**src/rte_pkg.sv**
```systemverilog
`default_nettype none
package rte_pkg;
  localparam logic [2:0] MODE_ADD    = 3'd0;
  localparam logic [2:0] MODE_DEL    = 3'd1;
  localparam logic [2:0] MODE_RENEW  = 3'd2;
  localparam logic [2:0] MODE_FIRST  = 3'd3;
  localparam logic [2:0] MODE_BEST   = 3'd4;
  localparam logic [2:0] MODE_CLEAR  = 3'd5;

  localparam logic [1:0] ST_OK    = 2'd0;
  localparam logic [1:0] ST_UPD   = 2'd1;
  localparam logic [1:0] ST_MISS  = 2'd1;
  localparam logic [1:0] ST_STALE = 2'd2;
  localparam logic [1:0] ST_FULL  = 2'd3;

  localparam logic [3:0] FULL_LIFE = 4'd10;

  // one table entry, 44 bits
  typedef struct packed {
    logic [3:0] life;
    logic [7:0] quality;
    logic [7:0] hops;
    logic [7:0] seq;
    logic [7:0] next;
    logic [7:0] dest;
  } route_t;

  // (old + snr) / 2 truncated toward zero
  function automatic logic [7:0] avg_q(input logic [7:0] old_q, input logic [7:0] snr);
    logic signed [8:0] sum;
    logic signed [8:0] half;
    sum  = $signed({old_q[7], old_q}) + $signed({snr[7], snr});
    half = (sum + {8'd0, sum[8] & sum[0]}) >>> 1;
    return half[7:0];
  endfunction
endpackage
`default_nettype wire

```
**src/rte_mem.sv**
```systemverilog
`default_nettype none
module rte_mem import rte_pkg::*; #(
  parameter int AW = 5
) (
  input  wire logic          clk,
  input  wire logic          we,
  input  wire logic [AW-1:0] waddr,
  input  wire route_t        wdata,
  input  wire logic [AW-1:0] raddr,
  output route_t             rdata
);
  route_t mem [2**AW];

  always_ff @(posedge clk) begin
    if (we) mem[waddr] <= wdata;
    rdata <= mem[raddr];
  end
endmodule
`default_nettype wire

```
**src/route_table_engine.sv**
```systemverilog
`default_nettype none
// Route table engine: a compacted table of routes held in one synchronous RAM.
// Input channel s_axis_*: one request per beat; tdata packs mode, dest_addr,
// hop_addr, dest_seq, hops, link_snr from bit 0 up. Output channel m_axis_*:
// one result per request; tdata packs status, route_hop, entry_count.
// Valid routes sit in slots 0..count-1.
// Scan: a request reads slots one per cycle through the RAM's registered read.
// Add, renew, delete and first-match lookup stop the scan early on a match;
// best-quality lookup scans every valid slot, and an append passes through an
// extra state. Delete then copies every later slot down, up to TABLE_DEPTH-1.
// Clear and an add to a full table finish without a scan.
// One request is in work at a time; s_axis_tready is high only while idle.
// Reset empties the table (count 0) but RAM contents are unknown; every slot
// is fully written by add before it becomes valid, except quality, which add
// averages with the old slot, and life, which add keeps from it: a clearing
// pass after reset zeroes the RAM while no request is taken.
// When the receiver stalls, the result waits in the output register and the
// next request is not taken until it is delivered.
module route_table_engine import rte_pkg::*; #(
  parameter int TABLE_DEPTH = 32
) (
  input  wire logic        clk,
  input  wire logic        rst,
  input  wire logic        s_axis_tvalid,
  output logic             s_axis_tready,
  // mode[2:0], dest_addr[10:3], hop_addr[18:11], dest_seq[26:19], hops[34:27],
  // link_snr[42:35], zero fill
  input  wire logic [47:0] s_axis_tdata,
  output logic             m_axis_tvalid,
  input  wire logic        m_axis_tready,
  // status[1:0], route_hop[9:2], entry_count[15:10]
  output logic [15:0]      m_axis_tdata
);
  localparam int AW = (TABLE_DEPTH > 2) ? $clog2(TABLE_DEPTH) : 1;
  localparam int CW = $clog2(TABLE_DEPTH + 1);
  localparam logic [CW-1:0] DEPTH_C = CW'(TABLE_DEPTH);

  localparam logic [2:0] S_INIT = 3'd0;
  localparam logic [2:0] S_IDLE = 3'd1;
  localparam logic [2:0] S_SCAN = 3'd2;
  localparam logic [2:0] S_SHFT = 3'd3;
  localparam logic [2:0] S_DONE = 3'd4;
  localparam logic [2:0] S_OUT  = 3'd5;
  localparam logic [2:0] S_APP  = 3'd6;

  logic [2:0] state;
  logic [CW-1:0] count;
  logic [CW-1:0] idx;       // slot whose read is issued this cycle
  logic [CW-1:0] ridx;      // slot in rdata
  logic          rvalid;
  logic [2:0] mode;
  logic [7:0] dst, hop, seq, hc, snr;
  logic [1:0] status;
  logic [7:0] rhop;
  logic signed [8:0] best;
  logic [5:0] cnt_out;

  logic          we;
  logic [AW-1:0] waddr, raddr;
  route_t        wdata, rdata;

  rte_mem #(.AW(AW)) u_mem (
    .clk(clk), .we(we), .waddr(waddr), .wdata(wdata), .raddr(raddr), .rdata(rdata)
  );

  assign s_axis_tready = (state == S_IDLE);
  assign m_axis_tvalid = (state == S_OUT);
  assign m_axis_tdata  = {cnt_out, rhop, status};

  logic match_dh, match_ds, match_d;
  assign match_d  = rdata.dest == dst;
  assign match_dh = match_d && rdata.next == hop;
  assign match_ds = match_d && rdata.seq == seq;

  always_comb begin
    raddr = idx[AW-1:0];
    we    = 1'b0;
    waddr = ridx[AW-1:0];
    wdata = rdata;
    case (state)
      S_INIT: begin
        we    = 1'b1;
        waddr = idx[AW-1:0];
        wdata = '0;
      end
      S_SCAN: begin
        if (rvalid && ridx < count) begin
          case (mode)
            MODE_ADD: if (match_dh && rdata.seq < seq) begin
              we = 1'b1;
              wdata.seq = seq;
              wdata.hops = hc;
              wdata.quality = avg_q(rdata.quality, snr);
            end
            MODE_RENEW: if (match_ds) begin
              we = 1'b1;
              wdata.life = FULL_LIFE;
            end
            default: ;
          endcase
        end
      end
      S_APP: begin
        if (rvalid) begin
          we = 1'b1;
          wdata.dest = dst;
          wdata.next = hop;
          wdata.seq = seq;
          wdata.hops = hc;
          wdata.quality = avg_q(rdata.quality, snr);
        end
      end
      S_SHFT: begin
        // rdata is slot ridx, written into ridx-1
        if (rvalid) begin
          we = 1'b1;
          waddr = AW'(ridx - 1'b1);
        end
      end
      default: ;
    endcase
  end

  always_ff @(posedge clk) begin
    if (rst) begin
      state  <= S_INIT;
      count  <= '0;
      idx    <= '0;
      rvalid <= 1'b0;
    end else begin
      ridx <= idx;
      case (state)
        S_INIT: begin
          idx <= idx + 1'b1;
          if (idx == DEPTH_C - 1'b1) begin
            state <= S_IDLE;
            idx <= '0;
          end
        end
        S_IDLE: begin
          rvalid <= 1'b0;
          if (s_axis_tvalid) begin
            mode <= s_axis_tdata[2:0];
            dst  <= s_axis_tdata[10:3];
            hop  <= s_axis_tdata[18:11];
            seq  <= s_axis_tdata[26:19];
            hc   <= s_axis_tdata[34:27];
            snr  <= s_axis_tdata[42:35];
            rhop <= '0;
            status <= ST_MISS;
            best <= -9'sd1;
            idx  <= '0;
            state <= S_SCAN;
            case (s_axis_tdata[2:0])
              MODE_ADD: if (count >= DEPTH_C) begin
                status <= ST_FULL;
                state <= S_DONE;
              end
              MODE_CLEAR: begin
                count <= '0;
                status <= ST_OK;
                state <= S_DONE;
              end
              MODE_DEL, MODE_RENEW, MODE_FIRST, MODE_BEST: ;
              default: state <= S_DONE;
            endcase
          end
        end
        S_SCAN: begin
          rvalid <= 1'b1;
          idx <= idx + 1'b1;
          if (rvalid) begin
            if (ridx >= count) begin
              state <= (mode == MODE_ADD) ? S_APP : S_DONE;
              idx <= count;
              rvalid <= 1'b0;
            end else begin
              case (mode)
                MODE_ADD: if (match_dh) begin
                  status <= (rdata.seq < seq) ? ST_UPD : ST_STALE;
                  state <= S_DONE;
                end
                MODE_DEL: if (match_dh) begin
                  status <= ST_OK;
                  count <= count - 1'b1;
                  idx <= ridx + 1'b1;
                  rvalid <= 1'b0;
                  state <= S_SHFT;
                end
                MODE_RENEW: if (match_ds) begin
                  status <= ST_OK;
                  state <= S_DONE;
                end
                MODE_FIRST: if (match_d) begin
                  status <= ST_OK;
                  rhop <= rdata.next;
                  state <= S_DONE;
                end
                MODE_BEST: if (match_d && $signed({rdata.quality[7], rdata.quality}) > best)
                begin
                  best <= $signed({rdata.quality[7], rdata.quality});
                  rhop <= rdata.next;
                  status <= ST_OK;
                end
                default: state <= S_DONE;
              endcase
            end
          end
        end
        S_APP: begin
          rvalid <= 1'b1;
          if (rvalid) begin
            count <= count + 1'b1;
            status <= ST_OK;
            state <= S_DONE;
          end
        end
        S_SHFT: begin
          rvalid <= 1'b1;
          if (idx < DEPTH_C) idx <= idx + 1'b1;
          if (rvalid && ridx == DEPTH_C - 1'b1) state <= S_DONE;
          else if (!rvalid && idx >= DEPTH_C) state <= S_DONE;
        end
        S_DONE: begin
          rvalid <= 1'b0;
          cnt_out <= 6'(count);
          state <= S_OUT;
        end
        S_OUT: begin
          if (m_axis_tready) state <= S_IDLE;
        end
        default: state <= S_IDLE;
      endcase
    end
  end
endmodule
`default_nettype wire

```
**config.mk**
```make
export PLATFORM = sky130hd
export DESIGN_NAME = route_table_engine
export DESIGN_NICKNAME = d
export VERILOG_FILES = /design/src/rte_pkg.sv /design/src/rte_mem.sv /design/src/route_table_engine.sv
export SDC_FILE = /design/constraint.sdc
export NUM_CORES = 1
export LEC_CHECK = 0
export ABC_CLOCK_PERIOD_IN_PS = 6450
export BUFFER_PORTS_ARGS = -buffer_cell sky130_fd_sc_hd__buf_2
export CAP_MARGIN = 20
export CORE_MARGIN = 5
export CORE_UTILIZATION = 45
export CTS_CLUSTER_SIZE = 40
export DETAILED_ROUTE_END_ITERATION = 8
export GPL_TIMING_DRIVEN = 0
export PLACE_DENSITY = 0.57
export SLEW_MARGIN = 20
export SYNTH_ARGS = -nofsm -noshare
export SYNTH_HDL_FRONTEND = slang
export SYNTH_SLANG_ARGS = --single-unit
```
**constraint.sdc**
```tcl
create_clock -name clk -period 6.45 [get_ports clk]
set_clock_uncertainty 0.1 [all_clocks]
set_input_delay 0.645 -clock clk [delete_from_list [all_inputs] [get_ports clk]]
set_output_delay 0.645 -clock clk [all_outputs]
set_load 0.01 [all_outputs]
```
# Yosys cells after proc, flatten, opt, wreduce, memory -nomap -nowiden
# Memories as Yosys holds them, arrays and structs flattened. A register that Yosys moved wholly into a read port is not among the register bits.
# Cells that the tools add are included.
# W data, S select, Z words.
[op_classes]
reduce_logical = 26
eq_ne = 45
n_bitwise = 2
n_mux = 84
add_sub_neg = 7
n_lt_le_gt_ge = 7
[op_table]
columns = ["cell", "count"]
rows = [
  ["$mux W6", 14],
  ["$pmux W24 S3", 1],
  ["$mux W24", 2],
  ["$mux W9", 5],
  ["$mux W40", 1],
  ["$mux W8", 5],
  ["$mux W3", 13],
  ["$pmux W16 S2", 1],
  ["$pmux W8 S2", 2],
  ["$mux W28", 1],
  ["$eq A8 B8 Y1", 3],
  ["$mux W2", 12],
  ["$pmux W6 S4", 1],
  ["$ne A3 B3 Y1 const B", 7],
  ["$pmux W3 S7", 1],
  ["$add A6 B1 Y6 const B", 3],
  ["$eq A3 B2 Y1 const B", 6],
  ["$eq A3 B3 Y1 const B", 6],
  ["$ne A2 B2 Y1 const B", 9],
  ["$pmux W6 S3", 1],
  ["$pmux W9 S2", 1],
  ["$ne A4 B4 Y1 const B", 4],
  ["$reduce_and A8 Y1", 2],
  ["$pmux W3 S5", 1],
  ["other kinds (41)", 69],
]
[word_totals]
register_bits = 90
ram_bits = 1408
mem_count = 1
[mem_list]
columns = ["memory", "depth", "width", "read_ports", "rd_ports_with_merged_regs", "write_ports", "line_no", "rtl"]
rows = [
  ["u_mem.mem", 32, 44, 1, 1, 1, "rte_mem.sv:12", "route_t mem [2**AW];"],
]

# Logic depth before layout (Yosys ltp)
# Gate-level depths: netlist (run 1).
[depth]
word_depth = 9
depth_mapped = 14
depth_no_buf = 14

# Modules after synthesis
# From an unflattened synthesis (run 1), not the netlist that was laid out.
[unflattened]
hier_cells = 3733
area_unflattened_um2 = 61564.0
[modules_own_cells]
columns = ["mod", "cells_per_inst", "instances", "area_per_inst_um2", "seq_area_each_um2"]
rows = [
  ["rte_mem", 3090, 1, 55548.3, 43161.4],
  ["route_table_engine", 643, 1, 6015.8, 2512.4],
]

# Least setup slack after synthesis (run 1)
# Ideal clock, no wire load.
[synth_path]
path_type = "register -> register"
startpoint = "register seq[1]"
endpoint = "memory u_mem.mem[29][0] in the netlist's numbering (enable)"
setup_slack_ps = 652
stages_incl_launch_ff = 12
period_less_slack_ps = 5798
t_arrival_ps = 5185
required_ps = 5837
path_cell_list = "edfxtp_1 -> inv_1 -> ha_1 -> nor2b_1 -> o21ai_0 -> nand2b_1 -> a21oi_1 -> o21ai_1 -> o21ai_0 -> a41oi_1 -> clkbuf_1 -> nor4b_1"
[synth_between]
elab_chain_len = 8
word_cells_on_any_way = 11
[synth_rtl]
columns = ["element", "line_no", "rtl"]
rows = [
  ["from (decl)", "route_table_engine.sv:52", "logic [7:0] dst, hop, seq, hc, snr;"],
  ["from (signal assigned)", "route_table_engine.sv:146", "seq <= s_axis_tdata[26:19];"],
  ["$lt A8 B8 Y1 or $eq A8 B8 Y1 (tied branches)", "route_table_engine.sv:89, route_table_engine.sv:73", ""],
  ["$logic_and A1 B1 Y1, on equally long branches", "route_table_engine.sv:89, route_table_engine.sv:73", ""],
  ["$mux W1, on equally long branches", "route_table_engine.sv:89, route_table_engine.sv:95", ""],
  ["$pmux W1 S2 (*)", "route_table_engine.sv:88", "case (mode)"],
  ["$mux W1 (*)", "route_table_engine.sv:87", "if (rvalid && ridx < count) begin"],
  ["$pmux W1 S3 (*)", "route_table_engine.sv:80", "case (state)"],
  ["$mux W1 (*)", "rte_mem.sv:15", "if (we) mem[waddr] <= wdata;"],
  ["$mux W1 (implied by the code) (*)", "rte_mem.sv:15", ""],
  ["to (decl)", "rte_mem.sv:12", ""],
]
# Every way passes the cells marked *; elsewhere a longest branch is shown, timed or not.

# Final worst setup path (run 1)
[layout_path]
startpoint = "register hop[4]"
endpoint = "memory u_mem.mem[19][15] in the netlist's numbering (enable)"
[layout_between]
elab_chain_len = 9
[layout_rtl]
columns = ["element", "line_no", "rtl"]
rows = [
  ["from (decl)", "route_table_engine.sv:52", ""],
  ["from (signal assigned)", "route_table_engine.sv:145", "hop <= s_axis_tdata[18:11];"],
  ["$eq A8 B8 Y1", "route_table_engine.sv:72", "assign match_dh = match_d && rdata.next == hop;"],
  ["$logic_and A1 B1 Y1", "route_table_engine.sv:72", ""],
  ["$logic_and A1 B1 Y1", "route_table_engine.sv:89", "MODE_ADD: if (match_dh && rdata.seq < seq) begin"],
  ["$mux W1", "route_table_engine.sv:89", ""],
  ["$pmux W1 S2", "route_table_engine.sv:88", ""],
  ["$mux W1", "route_table_engine.sv:87", ""],
  ["$pmux W1 S3", "route_table_engine.sv:80", ""],
  ["$mux W1", "rte_mem.sv:15", ""],
  ["$mux W1 (implied by the code)", "rte_mem.sv:15", ""],
]
# No other way between the ends.

==> out/metrics.csv, run 1 <==
metric,value,unit
hold buffers post-CTS,27,
"worst slack, placed",1.471,ns
drt pass-1 iters,5,
Gate power share,28.9,%
Sw Ratio,30.28,%
Core ar.,0.09986,mm2
Final Hold Viols,0,
Skew-Pair Late Insertion Delay,0.71,ns
Worst Tran Pin Value,1.177,ns
register bit total from synthesis,1137,
Setup WS post-layout,1.328,ns
clock slew at reported path FFs,0.06,ns
PD cells,441.0,mW/mm2
post-synthesis cell type count,70,
GR Util met1,32.38,%
root buffer cell,clkbuf_16,
area grow syn2layout,17.42,%
clock share of power,27.6,%
status,"complete, no violations",
DRC,0,
Slew headroom,21.53,%
TritonCTS Buffers,115,
Synth Flop Type,edfxtp_1,
Routed Antenna Nets,0,
vias,23480,
Total Routing Usage GR,22.53,%
CP endpoint kind,flop,
total wire length,120900,um
"Slowest-stage cell, CP",nor4_2,
"critical path, cell by cell",xnor2_1 -> nand4_1 -> nor2_1 -> nand2_1 -> o21ai_0 -> a41oi_1 -> clkbuf_1 -> nor4_2 -> buf_4 -> buf_2 -> buf_2 -> buf_2,
Worst VDD drop,0.0002755,V
most frequent cells in the layout,"edfxtp_1 (1089), mux4_2 (320), buf_2 (172), clkbuf_16 (116), nand2_1 (85)",
"Largest stage delay, worst path",0.81,ns
Max-Cap Viols,0,
Die W,326.6,um
Final setup viols,0,
"Seq/Total Area, Yosys",74.63,%
H-tree levels,3,
CP Class,reg -> reg,
GRT met3 Usage,5.255,%
detailed placement HPWL,84360,um
RePlAce Congestion,0.8592,
number of flops mapped to enable cells by yosys,1089,
average routed wire per standard cell,30.79,um
Hold Crit Class,in -> reg,
cell family with most CP delay,simple AND/OR/NAND/NOR gates,
P_int,16.28,mW
static leakage,17.35,nW
starting density of the core,45.17,%
M2 GR Usage,35.48,%
CP Launch Type,flop,
Flop pwr share,43.4,%
I/O Buffers,55,
postcts setup bufs,0,
"FFs w/ async S/R, synth",0,%
pin count of the biggest net entering global routing,33,
CTS tree,done,
Initial DRC Count,2766,
minimum clock period,5.122,ns
number of top-level pins,70,
CP Buf/Inv Count,5,
Synth Warn #,0,
vias in the first global route,23710,
CP Data Arrival Time,5.42,ns
Setup TNS,0,ns
Overflow after GRT,0,
Switching Power,7.073,mW
"most common cell after layout, fill and taps aside",edfxtp_1,
cell count after synthesis,2143,
antenna violations before repair,3,
post_cts resized,0,
CP dominant cell by count,buf_2,
global-route wire length before repair,171400,um
RSZ-0062 raised after global routing,no,
"Net Count, Synth",2236,
share of cells above drive strength 1,33.16,%
final worst path period share,79.41,%
Final nets,2626,
fmax,195.2,MHz
Final Slew Violations,0,
top fanout value on the critical path,10,
synthesized area per cell,21.05,um2
routed vias/inst,5.980,
Max clock buf depth,3,
Vert. Die Dim,326.6,um
post-synth design cell area,0.04511,mm2
Top Usage Layer GRT,met2,
Site Rows,116,
clk sink count,1137,
Die Footprint,0.1067,mm2
WP data required,6.75,ns
cell families (layout without fill, tap and decap cells):
family,count (synthesis),count (layout),synth area share (%)
other,0,1,0
flip-flops,1137,1137,74.63
XOR/XNOR,42,42,0.8155
multiplexers,356,356,16.86
AND/OR/NAND/NOR,261,261,2.929
adder cells (fa/ha/maj),41,41,1.171
buffers and inverters,152,636,1.365
AO/OA/AOI/OAI,154,154,2.230
metrics by stage:
step | util [%] | cells | hold slack [ns] | area, um2 | total power, mW
4_1_cts | 53.03 | 3925 | 0.004982 | 52950 | 23.55
3_3_place_gp | 47.08 | 3496 | 0.3118 | 47010 | 16.57
6_report | 53.04 | 3926 | 0.04768 | 52960 | 23.36
2_1_floorplan | - | 2143 | 0.3029 | 45110 | 14.35
5_1_grt | 53.04 | 3925 | 0.007802 | 52960 | 24.26
3_5_place_dp | 49.10 | 3687 | 0.3175 | 49030 | 17.08
final timing paths:
kind,start,endpoint,slack (ns),cells past startpoint
hold / removal,s_axis_tdata[25],seq[6],0.05,1
setup reg to reg,hop[4],u_mem.mem[19][15],1.33,12
setup / recovery,hop[4],u_mem.mem[19][15],1.33,12
hold reg to reg,idx[3],ridx[3],0.33,0
final cells by class:
cell class / instances / area [um2]
diodes: 1 / 2.502
plain buffers: 108 / 466.7
clock buffers: 143 / 3034
clock inverters: 68 / 616.8
fillers: 7713 / 46890
inverters: 44 / 165.2
multi-input cells: 854 / 11120
flip-flops and latches: 1137 / 33660
well taps: 1298 / 1624
repair buffers: 273 / 2276
registers in the layout, indices dropped and copies added, names as in the netlist, 8 cells and up:
register and cells:
u_mem.rdata 32, best 8, u_mem.mem 1024, snr 8, dst 8, seq 8
hop 8, rhop 8
cell usage after synthesis (all sizes together) (30+ instances only):
cell    instances  share of area [%]
a21oi          40               0.44
buf            45               0.47
clkbuf         63               0.53
dfxtp          48                2.1
edfxtp       1089                 72
ha             39                1.1
inv            44               0.37
mux2           32               0.80
mux4          320                 16
nand2          86               0.72
nor2           56               0.47
o21ai          42               0.47
xnor2          30               0.58
routing by layer:
metal / wire (um) / up-vias
met5: 0 / -
met4: 3242 / 0
met3: 10440 / 200
met2: 56530 / 1098
met1: 50670 / 12480
li1: - / 9699
worst register-to-register path: stages, from the launching register on:
cell      delay, ns
edfxtp_1       0.50
xnor2_1        0.40
nand4_1        0.33
nor2_1         0.59
nand2_1        0.10
o21ai_0        0.18
a41oi_1        0.33
clkbuf_1       0.49
nor4_2         0.82
buf_4          0.29
buf_2          0.23
buf_2          0.25
buf_2          0.22
power groups by stage:
stage	clock network, mW	registers (mW)	logic [mW]
6_report	6.46	10.1	6.76
2_1_floorplan	0	10.2	4.16
3_3_place_gp	0	10.4	6.13
5_1_grt	6.87	10.2	7.18
4_1_cts	6.57	10.1	6.83
3_5_place_dp	0	10.3	6.79
Power figures use the tool's default switching activity.
==> inputs of run 2 (changes only) <==
ABC_CLOCK_PERIOD_IN_PS = 4500   (was 6450)
PLACE_DENSITY = 0.6   (was 0.57)
clock period = 4.5 ns   (was 6.45 ns; I/O delays follow)
==> run 2 against run 1 <==
  * Combinational power grew 43%
  * Utilization about the same
  * Highest routed layer unchanged
  * Register-to-register slack worse by 1.2 ns
  * Via count is essentially flat
  * Critical endpoint is now u_mem.mem[12][15]
  * Fmax increased by 17%
==> out/metrics.csv, run 2 (synthesis results as in run 1) <==
metric,value,unit,change
static leakage,17.28,nW,-0.38%
cell family with most CP delay,simple AND/OR/NAND/NOR gates,,
clk sink count,1137,,unchanged
Final Cell Area,0.05297,mm2,about the same
drt pass-1 iters,6,,+1
Hold Crit Class,in -> reg,,
Slew headroom,20.99,%,-0.53 points
Worst setup startpoint,hop[4],,
pin count of the biggest net entering global routing,33,,unchanged
TritonCTS Buffers,112,,-2.6%
CP Data Arrival Time,4.68,ns,-0.74 ns
footprint of the multi-input gates,0.01129,mm2,+1.6%
Worst Tran Pin Value,1.185,ns,+0.007997 ns
"Slowest-stage cell, CP",nor3b_4,,
Placed Instance Area,0.04878,mm2,-0.52%
CP Launch Type,flop,,
Final Hold Viols,0,,unchanged
clock slew at reported path FFs,0.06,ns,about the same
CP endpoint kind,flop,,
Overflow after GRT,0,,unchanged
Worst R2R Path Depth,11,,-1
H-tree levels,3,,unchanged
Total Routing Usage GR,21.86,%,-0.67 points
routed vias/inst,6.001,,+0.36%
minimum clock period,4.389,ns,-0.7328 ns
WP data required,4.79,ns,-1.96 ns
Max clock buf depth,3,,unchanged
area grow syn2layout,17.44,%,about the same
number of top-level pins,70,,unchanged
CP Buf/Inv Count,4,,-1
Storage cell area,0.03366,mm2,unchanged
fmax,227.8,MHz,+17%
"critical path, cell by cell",xnor2_1 -> nand4_1 -> nor2_2 -> nand2_1 -> o21ai_0 -> a41oi_2 -> buf_2 -> nor3b_4 -> buf_4 -> buf_4 -> buf_4,,
Worst path depth,11,,-1
"Largest stage delay, worst path",0.55,ns,-0.26 ns
PD cells,628.5,mW/mm2,+43%
Skew-Pair Late Insertion Delay,0.69,ns,-0.02 ns
Max-Cap Viols,0,,unchanged
biggest regs,"u_mem.mem (1024), u_mem.rdata (32)",,
Initial DRC Count,2773,,+0.25%
global-route wire length before repair,168700,um,-1.6%
CP dominant cell by count,buf_4,,
r2r setup slk,0.11,ns,-1.22 ns
Filler cells,7641,,-0.93%
worst hold margin,0.09470,ns,+0.04703 ns
diode count,0,,-1
Die W,326.6,um,unchanged
I/O Buffers,55,,unchanged
vias,23470,,-0.026%
Core ar.,0.09986,mm2,unchanged
"most common cell after layout, fill and taps aside",edfxtp_1,,
final worst path period share,97.54,%,+18 points
average routed wire per standard cell,29.96,um,-2.7%
vias in the first global route,23730,,+0.10%
Final setup viols,0,,unchanged
Vert. Die Dim,326.6,um,unchanged
max FFs per register,1024,,unchanged
share of cells above drive strength 1,32.95,%,-0.21 points
most frequent cells in the layout,"edfxtp_1 (1089), mux4_2 (320), buf_2 (151), clkbuf_16 (113), nand2_1 (84)",,
total wire length,117200,um,-3.1%
starting density of the core,45.17,%,unchanged
RePlAce Congestion,0.8625,,+0.38%
CTS tree,done,,
Worst VDD drop,0.0003699,V,+34%
Reg with most FFs,u_mem.mem,,
Routed Antenna Nets,0,,unchanged
status,"complete, no violations",,
worst r2r dst,u_mem.mem[12][15],,
DRC,0,,unchanged
worst r2r src,hop[4],,
Site Rows,116,,unchanged
CP Class,reg -> reg,,
detailed placement HPWL,81080,um,-3.9%
Die Footprint,0.1067,mm2,unchanged
top fanout value on the critical path,10,,unchanged
Final nets,2609,,-0.65%
Worst Setup EP,u_mem.mem[12][15],,
antenna violations before repair,0,,-3
Final Slew Violations,0,,unchanged
root buffer cell,clkbuf_16,,
run 2: changes by cell type in the layout (fill, tap and decap cells not counted), sizes merged:
| cell | change |
|---|---|
| diode | -1 |
| clkinv | +6 |
| clkbuf | -1 |
| bufinv | +1 |
| clkinvlp | -6 |
| inv | -2 |
| dlygate4sd3 | +8 |
| buf | -20 |
run 2: worst min path at each step:
stage	start	end	slack [ns]	cells after the start
floorplan	idx[4]	ridx[4]	0.30	0
global placement	idx[4]	ridx[4]	0.31	0
detailed placement	idx[4]	ridx[4]	0.31	0
CTS	rst	idx[2]	0.05	2
global route	rst	idx[2]	0.14	2
finish	rst	idx[2]	0.09	2
run 2: area by class of cell:
type | instances | area share, %
flip-flops and latches | 1137 | 63.55
multi-input cells | 854 | 21.32
clock buffers | 144 | 5.633
repair buffers | 259 | 4.103
well taps | 1298 | 3.066
clock inverters | 67 | 1.110
plain buffers | 108 | 0.9093
inverters | 44 | 0.3118
run 2: repair_timing:
| item | in CTS | in global routing |
|---|---|---|
| buffers inserted | 5 | 6 |
| pin swaps | 2 | 6 |
| endpoints found under the hold margin | 35 | 0 |
| hold buffers | 35 | 0 |
| endpoints found under the setup margin | 799 | 516 |
| gates resized for setup | 22 | 18 |
run 2: layer usage:
layer / global-route usage [%] / part of all wire, %
met5: 0 / 0
met4: 4.436 / 2.2
met3: 4.903 / 7.6
met2: 34.97 / 48
met1: 31.49 / 43
run 2: metrics by stage:
step | utilization [%] | cells | setup WS [ns] | setup TNS [ns] | total power [mW]
finish | 53.05 | 3911 | 0.1109 | 0 | 33.29
global route | 53.05 | 3911 | -0.04799 | -0.5682 | 34.61
CTS | 52.93 | 3903 | 0.03623 | 0 | 33.48
detailed placement | 48.85 | 3652 | -0.7648 | -101.60 | 24.26
global placement | 47.10 | 3496 | -7.255 | -4179.52 | 23.59
floorplan | - | 2143 | -1.107 | -382.18 | 20.57
run 2: worst register-to-register path, stage by stage, from the launching register on:
cell	delay, ns
edfxtp_1	0.50
xnor2_1	0.38
nand4_1	0.34
nor2_2	0.45
nand2_1	0.09
o21ai_0	0.21
a41oi_2	0.32
buf_2	0.43
nor3b_4	0.55
buf_4	0.29
buf_4	0.22
buf_4	0.21
run 2: where the power goes:
group,internal [mW],leakage (nW),switching (mW)
clock,5.19,1.75,3.92
sequential,14.0,10.5,0.525
combinational,4.04,5.08,5.60
total,23.2,17.3,10.0
